`src/rtl/core/pwtx_pkg.sv`:
```
// shared types and constants for the pulse width one wire transmitter
`default_nettype none

package pwtx_pkg;

  // field widths
  localparam int unsigned ByteW = 8;
  localparam int unsigned DurW  = 16;

  // segment counts per byte
  localparam int unsigned BitSegs = 2 * ByteW;
  localparam int unsigned SegMax  = BitSegs + 2;
  localparam int unsigned CntW    = $clog2(SegMax);

  // register reset values
  localparam logic [DurW-1:0] LongResetUs     = DurW'(1200);
  localparam logic [DurW-1:0] ShortResetUs    = DurW'(400);
  localparam logic [DurW-1:0] PreambleResetUs = DurW'(5000);

  // configuration register indexes
  localparam int unsigned CfgIdxW = 2;
  typedef enum logic [CfgIdxW-1:0] {
    CFG_LONG_PULSE  = 2'd0,
    CFG_SHORT_PULSE = 2'd1,
    CFG_PREAMBLE    = 2'd2
  } cfg_idx_e;

  // current timing settings
  typedef struct packed {
    logic [DurW-1:0] long_us;
    logic [DurW-1:0] short_us;
    logic [DurW-1:0] preamble_us;
  } timing_t;

  // one line segment
  typedef struct packed {
    logic            line_level;
    logic [DurW-1:0] duration_us;
    logic            seg_last;
  } seg_t;

endpackage

`default_nettype wire

```
`src/rtl/core/pwtx_cfg_regs.sv`:
```
// timing configuration registers
`default_nettype none

module pwtx_cfg_regs
  import pwtx_pkg::*;
(
  input  wire logic               clk_i,
  input  wire logic               rst_ni,
  input  wire logic               cfg_we_i,
  input  wire logic [CfgIdxW-1:0] cfg_idx_i,
  input  wire logic [DurW-1:0]    cfg_wdata_i,
  output timing_t                 timing_o
);

  timing_t timing_q;

  // register write, unknown indexes are dropped
  always_ff @(posedge clk_i or negedge rst_ni) begin
    if (!rst_ni) begin
      timing_q.long_us     <= LongResetUs;
      timing_q.short_us    <= ShortResetUs;
      timing_q.preamble_us <= PreambleResetUs;
    end else if (cfg_we_i) begin
      case (cfg_idx_i)
        CFG_LONG_PULSE:  timing_q.long_us     <= cfg_wdata_i;
        CFG_SHORT_PULSE: timing_q.short_us    <= cfg_wdata_i;
        CFG_PREAMBLE:    timing_q.preamble_us <= cfg_wdata_i;
        default: ;
      endcase
    end
  end

  assign timing_o = timing_q;

endmodule

`default_nettype wire

```
`src/rtl/core/pwtx_seg_gen.sv`:
```
// byte holding register and segment sequencer
`default_nettype none

module pwtx_seg_gen
  import pwtx_pkg::*;
(
  input  wire logic             clk_i,
  input  wire logic             rst_ni,
  input  wire logic             in_valid_i,
  output logic                  in_ready_o,
  input  wire logic [ByteW-1:0] cmd_byte_i,
  input  wire logic             end_of_frame_i,
  input  timing_t               timing_i,
  input  wire logic             out_free_i,
  output logic                  seg_valid_o,
  output seg_t                  seg_o
);

  logic             busy_q;
  logic [CntW-1:0]  cnt_q;
  logic             frame_open_q;
  logic [ByteW-1:0] byte_q;
  logic             eof_q;
  logic             pre_q;

  logic             in_fire;
  logic             seg_fire;
  logic [CntW-1:0]  k;
  logic [CntW-1:0]  last_idx;
  logic             bit_val;
  logic             half;
  seg_t             seg;

  // segment for the current count
  always_comb begin
    k        = cnt_q - CntW'(pre_q);
    last_idx = CntW'(BitSegs - 1) + CntW'(pre_q) + CntW'(eof_q);
    bit_val  = byte_q[k[3:1]];
    half     = k[0];
    seg.seg_last = (cnt_q == last_idx);
    if (pre_q && (cnt_q == '0)) begin
      seg.line_level  = 1'b0;
      seg.duration_us = timing_i.preamble_us;
    end else if (k < CntW'(BitSegs)) begin
      // high half first, long half carries the bit value
      seg.line_level  = ~half;
      seg.duration_us = (bit_val ^ half) ? timing_i.long_us : timing_i.short_us;
    end else begin
      // idle high after the frame's last byte
      seg.line_level  = 1'b1;
      seg.duration_us = '0;
    end
  end

  // handshake, next byte loads as the last segment leaves
  assign seg_fire   = busy_q && out_free_i;
  assign in_ready_o = !busy_q || (seg_fire && seg.seg_last);
  assign in_fire    = in_valid_i && in_ready_o;

  // control state
  always_ff @(posedge clk_i or negedge rst_ni) begin
    if (!rst_ni) begin
      busy_q       <= 1'b0;
      cnt_q        <= '0;
      frame_open_q <= 1'b0;
      pre_q        <= 1'b0;
      eof_q        <= 1'b0;
    end else if (in_fire) begin
      busy_q       <= 1'b1;
      cnt_q        <= '0;
      pre_q        <= !frame_open_q;
      eof_q        <= end_of_frame_i;
      frame_open_q <= !end_of_frame_i;
    end else if (seg_fire) begin
      if (seg.seg_last) begin
        busy_q <= 1'b0;
      end else begin
        cnt_q <= cnt_q + CntW'(1);
      end
    end
  end

  // byte payload
  always_ff @(posedge clk_i) begin
    if (in_fire) begin
      byte_q <= cmd_byte_i;
    end
  end

  assign seg_valid_o = seg_fire;
  assign seg_o       = seg;

`ifndef ASSERT_OFF
  a_cnt_range: assert property (@(posedge clk_i) disable iff (!rst_ni)
    busy_q |-> (cnt_q < CntW'(SegMax)))
    else $error("segment count out of range");

  a_done_idle: assert property (@(posedge clk_i) disable iff (!rst_ni)
    (seg_fire && seg.seg_last && !in_fire) |=> !busy_q)
    else $error("sequencer still busy after last segment");

  a_eof_closes: assert property (@(posedge clk_i) disable iff (!rst_ni)
    (in_fire && end_of_frame_i) |=> !frame_open_q)
    else $error("frame left open after end of frame beat");

  a_cnt_step: assert property (@(posedge clk_i) disable iff (!rst_ni)
    (seg_fire && !seg.seg_last) |=> (busy_q && (cnt_q == $past(cnt_q) + CntW'(1))))
    else $error("segment count did not advance");
`endif

endmodule

`default_nettype wire

```
`src/rtl/core/pwtx_out_reg.sv`:
```
// segment output register
`default_nettype none

module pwtx_out_reg
  import pwtx_pkg::*;
(
  input  wire logic            clk_i,
  input  wire logic            rst_ni,
  input  wire logic            seg_valid_i,
  input  seg_t                 seg_i,
  output logic                 free_o,
  output logic                 out_valid_o,
  input  wire logic            out_ready_i,
  output logic                 line_level_o,
  output logic [DurW-1:0]      duration_us_o,
  output logic                 seg_last_o
);

  logic valid_q;
  seg_t seg_q;

  // register can load when empty or draining this cycle
  assign free_o = !valid_q || out_ready_i;

  // valid flag
  always_ff @(posedge clk_i or negedge rst_ni) begin
    if (!rst_ni) begin
      valid_q <= 1'b0;
    end else if (free_o) begin
      valid_q <= seg_valid_i;
    end
  end

  // segment payload
  always_ff @(posedge clk_i) begin
    if (free_o && seg_valid_i) begin
      seg_q <= seg_i;
    end
  end

  assign out_valid_o   = valid_q;
  assign line_level_o  = seg_q.line_level;
  assign duration_us_o = seg_q.duration_us;
  assign seg_last_o    = seg_q.seg_last;

endmodule

`default_nettype wire

```
`src/rtl/core/pulse_width_one_wire_tx.sv`:
```
// Pulse width one wire transmitter top level. Each accepted beat carries one command byte
// and an end of frame flag and yields 16 to 18 line segments (level plus duration in us):
// a low preamble when no frame is open, two segments per bit LSB first (one = long high,
// short low; zero = short high, long low), and an idle high segment of duration 0 after
// an end of frame byte, which closes the frame. Segments leave one per cycle through a
// single output register while the sink keeps ready high; the next byte is taken in the
// cycle its predecessor's last segment loads into the output register, so there is no
// gap between bytes. After a byte is accepted, its first segment is formed from the byte
// register and passes through the output register to the outputs. Timing registers take
// effect at once and should only be written while no byte is in flight.
`default_nettype none

module pulse_width_one_wire_tx
  import pwtx_pkg::*;
(
  input  wire logic               clk_i,
  input  wire logic               rst_ni,
  input  wire logic               cfg_we_i,
  input  wire logic [CfgIdxW-1:0] cfg_idx_i,
  input  wire logic [DurW-1:0]    cfg_wdata_i,
  input  wire logic               in_valid_i,
  output logic                    in_ready_o,
  input  wire logic [ByteW-1:0]   cmd_byte_i,
  input  wire logic               end_of_frame_i,
  output logic                    out_valid_o,
  input  wire logic               out_ready_i,
  output logic                    line_level_o,
  output logic [DurW-1:0]         duration_us_o,
  output logic                    seg_last_o
);

  timing_t timing;
  logic    out_free;
  logic    seg_valid;
  seg_t    seg;

  // timing registers
  pwtx_cfg_regs u_cfg_regs (
    .clk_i       (clk_i),
    .rst_ni      (rst_ni),
    .cfg_we_i    (cfg_we_i),
    .cfg_idx_i   (cfg_idx_i),
    .cfg_wdata_i (cfg_wdata_i),
    .timing_o    (timing)
  );

  // byte register and sequencer
  pwtx_seg_gen u_seg_gen (
    .clk_i          (clk_i),
    .rst_ni         (rst_ni),
    .in_valid_i     (in_valid_i),
    .in_ready_o     (in_ready_o),
    .cmd_byte_i     (cmd_byte_i),
    .end_of_frame_i (end_of_frame_i),
    .timing_i       (timing),
    .out_free_i     (out_free),
    .seg_valid_o    (seg_valid),
    .seg_o          (seg)
  );

  // output register
  pwtx_out_reg u_out_reg (
    .clk_i         (clk_i),
    .rst_ni        (rst_ni),
    .seg_valid_i   (seg_valid),
    .seg_i         (seg),
    .free_o        (out_free),
    .out_valid_o   (out_valid_o),
    .out_ready_i   (out_ready_i),
    .line_level_o  (line_level_o),
    .duration_us_o (duration_us_o),
    .seg_last_o    (seg_last_o)
  );

endmodule

`default_nettype wire
```
`config.mk`:
```
export PLATFORM = sky130hd
export DESIGN_NAME = pulse_width_one_wire_tx
export DESIGN_NICKNAME = d
export VERILOG_FILES = /design/src/rtl/core/pwtx_pkg.sv /design/src/rtl/core/pwtx_cfg_regs.sv /design/src/rtl/core/pwtx_seg_gen.sv /design/src/rtl/core/pwtx_out_reg.sv /design/src/rtl/core/pulse_width_one_wire_tx.sv
export SDC_FILE = /design/constraint.sdc
export NUM_CORES = 1
export LEC_CHECK = 0
export ABC_CLOCK_PERIOD_IN_PS = 5400
export BUFFER_PORTS_ARGS = -buffer_cell sky130_fd_sc_hd__buf_2
export CAP_MARGIN = 0
export CORE_UTILIZATION = 30
export CTS_CLUSTER_DIAMETER = 60
export DETAILED_ROUTE_END_ITERATION = 12
export HOLD_SLACK_MARGIN = 0.03
export REMOVE_ABC_BUFFERS = 1
export SETUP_SLACK_MARGIN = 0.2
export SKIP_CTS_REPAIR_TIMING = 1
export SLEW_MARGIN = 20
export SYNTH_ARGS = -nofsm -noshare
export SYNTH_HDL_FRONTEND = slang
export SYNTH_SLANG_ARGS = --single-unit
```
`constraint.sdc`:
```
create_clock -name clk_i -period 5.4 [get_ports clk_i]
set_input_delay 0.27 -clock clk_i [delete_from_list [all_inputs] [get_ports clk_i]]
set_output_delay 0.27 -clock clk_i [all_outputs]
set_load 0.01 [all_outputs]
```
==> results of run 1 <==
[cell usage in the layout, fill, tap and decap left out, types with 3 or more instances in the layout]
cell type | Yosys | layout
buf_4 | 0 | 4
buf_2 | 0 | 51
inv_1 | 7 | 7
dfrtp_1 | 46 | 46
a21oi_1 | 7 | 7
mux2i_1 | 17 | 17
nor2_1 | 3 | 3
xor2_1 | 3 | 3
o21ai_1 | 18 | 19
edfxtp_1 | 26 | 26
clkbuf_16 | 0 | 10
o21ai_0 | 4 | 3
a22o_1 | 3 | 3
ha_1 | 5 | 5
mux2_2 | 48 | 48
nand3_1 | 5 | 5
dfstp_2 | 12 | 12
nand2_1 | 23 | 23
[per-stage QoR]
stage	area [um2]	utilization	hold slack, ns
floorplan	3620	-	-0.0256
global placement	4100	0.342	0.424
detailed placement	4100	0.342	0.440
CTS	4400	0.367	0.0990
global route	4400	0.367	0.0966
finish	4400	0.367	0.0727
[state kept, by name (all words and copies together), names as in the netlist]
| name | flops |
|---|---|
| u_cfg_regs.timing_o | 48 |
| u_out_reg.duration_us_o | 16 |
| u_seg_gen.byte_q | 8 |
| u_seg_gen.cnt_q | 5 |
| u_out_reg.line_level_o | 1 |
| u_out_reg.out_valid_o | 1 |
| u_out_reg.seg_last_o | 1 |
| u_seg_gen.busy_q | 1 |
| u_seg_gen.eof_q | 1 |
| u_seg_gen.frame_open_q | 1 |
| u_seg_gen.pre_q | 1 |
[layer usage]
metal | vias up | wire length [um]
li1 | 1061 | -
met1 | 1127 | 3370
met2 | 47 | 3310
met3 | 13 | 355
met4 | 0 | 176
met5 | - | 0
[power groups by stage]
stage / clock network, mW / logic (mW) / registers [mW]
floorplan: 0 / 0.770 / 1.03
global placement: 0 / 1.06 / 1.02
detailed placement: 0 / 1.08 / 1.02
global route: 0.646 / 1.17 / 1.03
CTS: 0.623 / 1.08 / 1.01
finish: 0.607 / 1.06 / 1.01
[final cells by class]
class	instances	area, um2	area share
well taps	147	184	0.0418
flip-flops and latches	84	2250	0.511
inverters	7	26.3	0.00598
repair buffers	55	285	0.0649
multi-input cells	160	1350	0.308
clock buffers	14	285	0.0649
clock inverters	2	15.0	0.00342
[path summary, 6_finish.rpt]
path	start	endpoint	slack, ns	cells after the start
max	u_seg_gen.cnt_q[0]$_DFFE_PN0P_	u_out_reg.duration_us_o[13]$_DFFE_PP_	2.42	9
min	rst_ni	u_seg_gen.eof_q$_DFFE_PN0P_	0.07	2
max reg2reg	u_seg_gen.cnt_q[0]$_DFFE_PN0P_	u_out_reg.duration_us_o[13]$_DFFE_PP_	2.42	9
min reg2reg	u_seg_gen.frame_open_q$_DFFE_PN0P_	u_seg_gen.pre_q$_DFFE_PN0P_	0.44	1
max in group asynchronous	rst_ni	u_cfg_regs.timing_o[11]$_DFFE_PN0P_	4.82	2
min in group clk_i	cmd_byte_i[0]	u_seg_gen.byte_q[0]$_DFFE_PP_	0.11	1
[kinds of logic after synthesis]
logic type / count (synthesis) / synth area share
buf+inv: 16 / 0.0195
fa+ha+maj: 5 / 0.0171
compound gates: 39 / 0.0618
simple gates: 42 / 0.0549
xor+xnor: 6 / 0.0195
flops: 84 / 0.613
mux: 68 / 0.214
[worst register-to-register path, cell delays in order, from the launching register on]
cell and delay [ns]:
dfrtp_1 0.42, inv_1 0.11, ha_1 0.20, ha_1 0.21
xor2_1 0.23, mux4_1 0.63, mux2i_4 0.22, xnor2_4 0.34
mux2i_1 0.29, o21ai_1 0.07
==> impl_metrics.toml, run 1 <==
[run_status]
status = "completed"

[clock_network]
clk_path_buf_depth = 2
path_clk_slew_ns = 0.06
cts_root_buffer = "clkbuf_16"
htreeDepth = 3
tritoncts = "built"
cts_sinks = 84
cts_buffers = 9
clk_latency_ns = 0.34

[setup_path]
cp-end-kind = "flip-flop"
slowest_stage = "mux4_1"
cpMostUsedCell = "ha_1"
start_kind = "flip-flop"
crit_family = "multiplexers"
max_stage_delay_ns = 0.63
path_class = "flip-flop to flip-flop"
path_buf_inv = 1
crit_fanout = 16
critical_path_arrival_ns = 3.07
worstPathRequired_ns = 5.49
path_cells = "inv_1 -> ha_1 -> ha_1 -> xor2_1 -> mux4_1 -> mux2i_4 -> xnor2_4 -> mux2i_1 -> o21ai_1"

[timing]
slew_violations = 0
fmax_mhz = 335
fin_crit_sh = 0.552
rsz0062_at_grt = "no"
period_needed_ns = 2.98
max_slew.worst_pin.slew_ns = 0.976
finClkSkew_ns = 0.00635
finalHoldViolations = 0
finalSetupTns_ns = 0
setup_ws_ns = 2.42
setup_viol = 0
max_slew_margin = 0.349

[detailed_routing]
postRouteAntennaNets = 0
wl_um = 7210
firstDrtPassIters = 5
drc_errors = 0
viasPerCell = 4.79
num_vias = 2248
initialDrtViolationCount = 57
drt-wirelength-per-cell_um = 15.4

[place]
numPortBuffers = 51
dp_slack_ns = 2.41
placed_cells = 453
dp_hpwl_um = 4750
place_congestion = 0.801

[floorplanning]
fp.dieH_um = 113
die_w_um = 113
io_pins = 52
core_area_um2 = 12000
rows = 40
die_area_um2 = 12700
start_util = 0.306

[power_and_ir_drop]
power_frac_seq = 0.377
comb_power_share = 0.396
vdd_drop_max_uv = 177
clkPwrFrac = 0.227
finalPower_mw = 2.67
power.internal_mw = 1.78
p_sw_mw = 0.897
power_density_nw_per_um2 = 609
power.leakage_nw = 1.85
sw_frac_of_total = 0.335

[yosys]
async_flop_share = 0.690
synth_cells = 260
synth-main-ff-cell = "dfrtp_1"
yosys.area.top_type_share = 0.314
avgSynthCellArea_um2 = 14.1
synth_area_leaders = "dfrtp_1 31%, edfxtp_1 21%, mux2_2 15%"
synth_seq_area_share = 0.613
ys_warn_count = 0
synth.most_common_cell = "mux2_2"
netlist_area_um2 = 3670
ys_seq_elements = 84
synth_common_cells = "48 x mux2_2, 46 x dfrtp_1, 26 x edfxtp_1"
synth_top_area_cell = "dfrtp_1"
ys_types = 34
synth_edf_count = 26

[finish]
instances_no_fill = 469
synthToLayoutAreaGrowth_pct = 19.9
post_route_cells_drive_above_1_share = 0.410
finalNetCount = 354
fill_cells = 1152
antenna_cells = 0

[global_route]
grt.overflow.total = 0
grt_max_degree = 59
met3_usage = 0.0324
top_usage_layer = "met2"
gr-usage-met1 = 0.160
antenna_found_initial = 0
track_usage = 0.126
grt_pass1_vias = 2311
grt_use_met2 = 0.194
grt_first_pass_wirelength_um = 11900

[job]
cap_viol_max_count = 0

[worst_hold_path]
hp-class = "primary input to async pin"
Power figures use the tool's default switching activity.
==> inputs of run 2 (changes only) <==
--- a/config.mk
+++ b/config.mk
@@ -5,7 +5,8 @@
 export SDC_FILE = /design/constraint.sdc
 export NUM_CORES = 1
 export LEC_CHECK = 0
-export ABC_CLOCK_PERIOD_IN_PS = 5400
+export ABC_AREA = 1
+export ABC_CLOCK_PERIOD_IN_PS = 2600
 export BUFFER_PORTS_ARGS = -buffer_cell sky130_fd_sc_hd__buf_2
 export CAP_MARGIN = 0
 export CORE_UTILIZATION = 30
==> constraint.sdc (replaced) <==
create_clock -name clk_i -period 2.6 [get_ports clk_i]
set_input_delay 0.13 -clock clk_i [delete_from_list [all_inputs] [get_ports clk_i]]
set_output_delay 0.13 -clock clk_i [all_outputs]
set_load 0.01 [all_outputs]
==> run 2 against run 1 <==
Compared with the run above: largest cell class unchanged; flip-flop and latch count unchanged; routed wire length up 23%; critical endpoint is now u_out_reg.duration_us_o[1]$_DFFE_PP_; setup slack lost 2.1 ns; sequential share of layout area is 4.5 points lower; clock power is 93% higher; fmax grew 32%; worst hold slack lost 0.028 ns; sequential power grew 100%; synthesized cell count is 69% higher; first-iteration DRC count rose to 2.6 times the previous value.
==> impl_metrics.toml, run 2 <==
[setup_path]
crit_fanout = 16
cp-end-kind = "flip-flop"
slowest_stage = "dfrtp_2"
path_buf_inv = 2
start_kind = "flip-flop"
cpMostUsedCell = "nand2_1"
worstPathRequired_ns = 2.69
crit_family = "simple AND/OR/NAND/NOR gates"
max_stage_delay_ns = 0.40
path_cells = "inv_1 -> ha_1 -> ha_4 -> inv_2 -> nand2_1 -> nand2_1 -> nand2_1 -> nand2_2 -> nand2_4 -> nand2_4 -> nand2_8 -> nand3_1 -> nand3_1 -> nand2_1"
path_class = "flip-flop to flip-flop"
critical_path_arrival_ns = 2.35

[floorplanning]
rows = 42
core_area_um2 = 13200
fp.dieH_um = 118
io_pins = 52
die_w_um = 118
start_util = 0.306
die_area_um2 = 13900

[timing]
setup_viol = 0
max_slew_margin = 0.295
finClkSkew_ns = 0.00893
setup_ws_ns = 0.344
fin_crit_sh = 0.868
slew_violations = 0
period_needed_ns = 2.26
finalSetupTns_ns = 0
max_slew.worst_pin.slew_ns = 1.05
hold_slack_ns = 0.0447
fmax_mhz = 443
rsz0062_at_grt = "yes"
finalHoldViolations = 0

[yosys]
synth_common_cells = "129 x nand2_1, 60 x inv_1, 51 x o21ai_0"
netlist_area_um2 = 4040
avgSynthCellArea_um2 = 9.19
ys_seq_elements = 84
synth_edf_count = 26
yosys.area.top_type_share = 0.285
synth.most_common_cell = "nand2_1"
ys_warn_count = 0
synth_cells = 440
synth_seq_area_share = 0.556
synth_top_area_cell = "dfrtp_1"
synth_area_leaders = "dfrtp_1 28%, edfxtp_1 19%, nand2_1 12%"
async_flop_share = 0.690
ys_types = 25
synth-main-ff-cell = "dfrtp_1"

[power_and_ir_drop]
power.leakage_nw = 2.38
finalPower_mw = 6.10
power_density_nw_per_um2 = 1260
vdd_drop_max_uv = 621

[run_status]
status = "completed"

[finish]
final_area_um2 = 4830
layout_commonest_cell = "nand2_1"
antenna_cells = 0
post_route_cells_drive_above_1_share = 0.225
instances_no_fill = 679
final_cell_mix = "129 x nand2_1, 60 x inv_1, 51 x o21ai_0, 51 x buf_2, 45 x dfrtp_1"
synthToLayoutAreaGrowth_pct = 19.4
largest_reg_flops = 48
finalNetCount = 535
fin_util = 0.366

[place]
dp_hpwl_um = 5450
dp_slack_ns = 0.234
placed_cells = 653
numPortBuffers = 51
place_area_um2 = 4430
place_congestion = 0.724

[detailed_routing]
num_vias = 3066
firstDrtPassIters = 4
postRouteAntennaNets = 0
wl_um = 8870
drt-wirelength-per-cell_um = 13.1
initialDrtViolationCount = 148
viasPerCell = 4.52
drc_errors = 0

[global_route]
grt.overflow.total = 0
grt_pass1_vias = 2945
track_usage = 0.132
grt_max_degree = 59
grt_first_pass_wirelength_um = 14300
antenna_found_initial = 0

[job]
cap_viol_max_count = 0

[clock_network]
path_clk_slew_ns = 0.06
htreeDepth = 3
cts_root_buffer = "clkbuf_16"
tritoncts = "built"
cts_buffers = 9
clk_latency_ns = 0.34
clk_path_buf_depth = 2
cts_sinks = 84

[worst_hold_path]
hp-class = "primary input to flip-flop"
[run 2: cell count changes after synthesis, moves of 5 or more]
cell / change
mux2i_1: -17
o21ai_0: +47
a21oi_1: -7
nand2_4: +5
nand2_2: +5
o21ai_1: -18
nor2_1: +6
inv_1: +53
nand3b_1: +14
mux2_2: -48
nand3_2: +10
nand3_1: +27
nand2_1: +106
[run 2: path summary, 6_finish.rpt]
| path | start | slack [ns] | end | depth (start not counted) |
|---|---|---|---|---|
| worst min register to register | u_cfg_regs.timing_o[19]$_DFFE_PN0P_ | 0.48 | u_cfg_regs.timing_o[19]$_DFFE_PN0P_ | 2 |
| min in group asynchronous | rst_ni | 0.47 | u_seg_gen.busy_q$_DFFE_PN0P_ | 3 |
| worst max-delay path | u_seg_gen.cnt_q[0]$_DFFE_PN0P_ | 0.34 | u_out_reg.duration_us_o[1]$_DFFE_PP_ | 14 |
| worst min-delay path | cfg_wdata_i[10] | 0.04 | u_cfg_regs.timing_o[42]$_DFFE_PN1P_ | 3 |
| worst max register to register | u_seg_gen.cnt_q[0]$_DFFE_PN0P_ | 0.34 | u_out_reg.duration_us_o[1]$_DFFE_PP_ | 14 |
| max in group asynchronous | rst_ni | 1.61 | u_seg_gen.cnt_q[0]$_DFFE_PN0P_ | 3 |
[run 2: kinds of logic after synthesis]
kind of cell    Yosys count  share of synthesized area
compound gates           53                     0.0672
xor+xnor                  5                     0.0108
fa+ha+maj                 5                     0.0155
buf+inv                  80                     0.0867
flops                    84                      0.556
simple gates            213                      0.264
[run 2: metal layers]
metal | GRT usage | wire [um] | vias to the layer above
met4 | 0.0433 | 119 | 0
met3 | 0.0373 | 432 | 8
li1 | - | - | 1521
met2 | 0.220 | 4320 | 62
met5 | 0 | 0 | -
met1 | 0.165 | 4000 | 1475
[run 2: power by group]
part           switching (mW)  internal [mW]  leakage (nW)
combinational            1.86           1.01          1.31
sequential              0.206           1.85         0.943
clock                   0.519          0.651         0.130
[run 2: tightest hold or removal path, stage by stage]
cell	delay, ns
buf_2	0.09
inv_1	0.07
o21ai_0	0.09
[run 2: final cells by class]
| class | instances | area (um2) |
|---|---|---|
| Clock inverter | 5 | 36.3 |
| Sequential cell | 84 | 2250 |
| Fill cell | 1321 | 8360 |
| Multi-Input combinational cell | 277 | 1490 |
| Clock buffer | 11 | 233 |
| Inverter | 63 | 236 |
| Timing Repair Buffer | 63 | 368 |
| Tap cell | 176 | 220 |
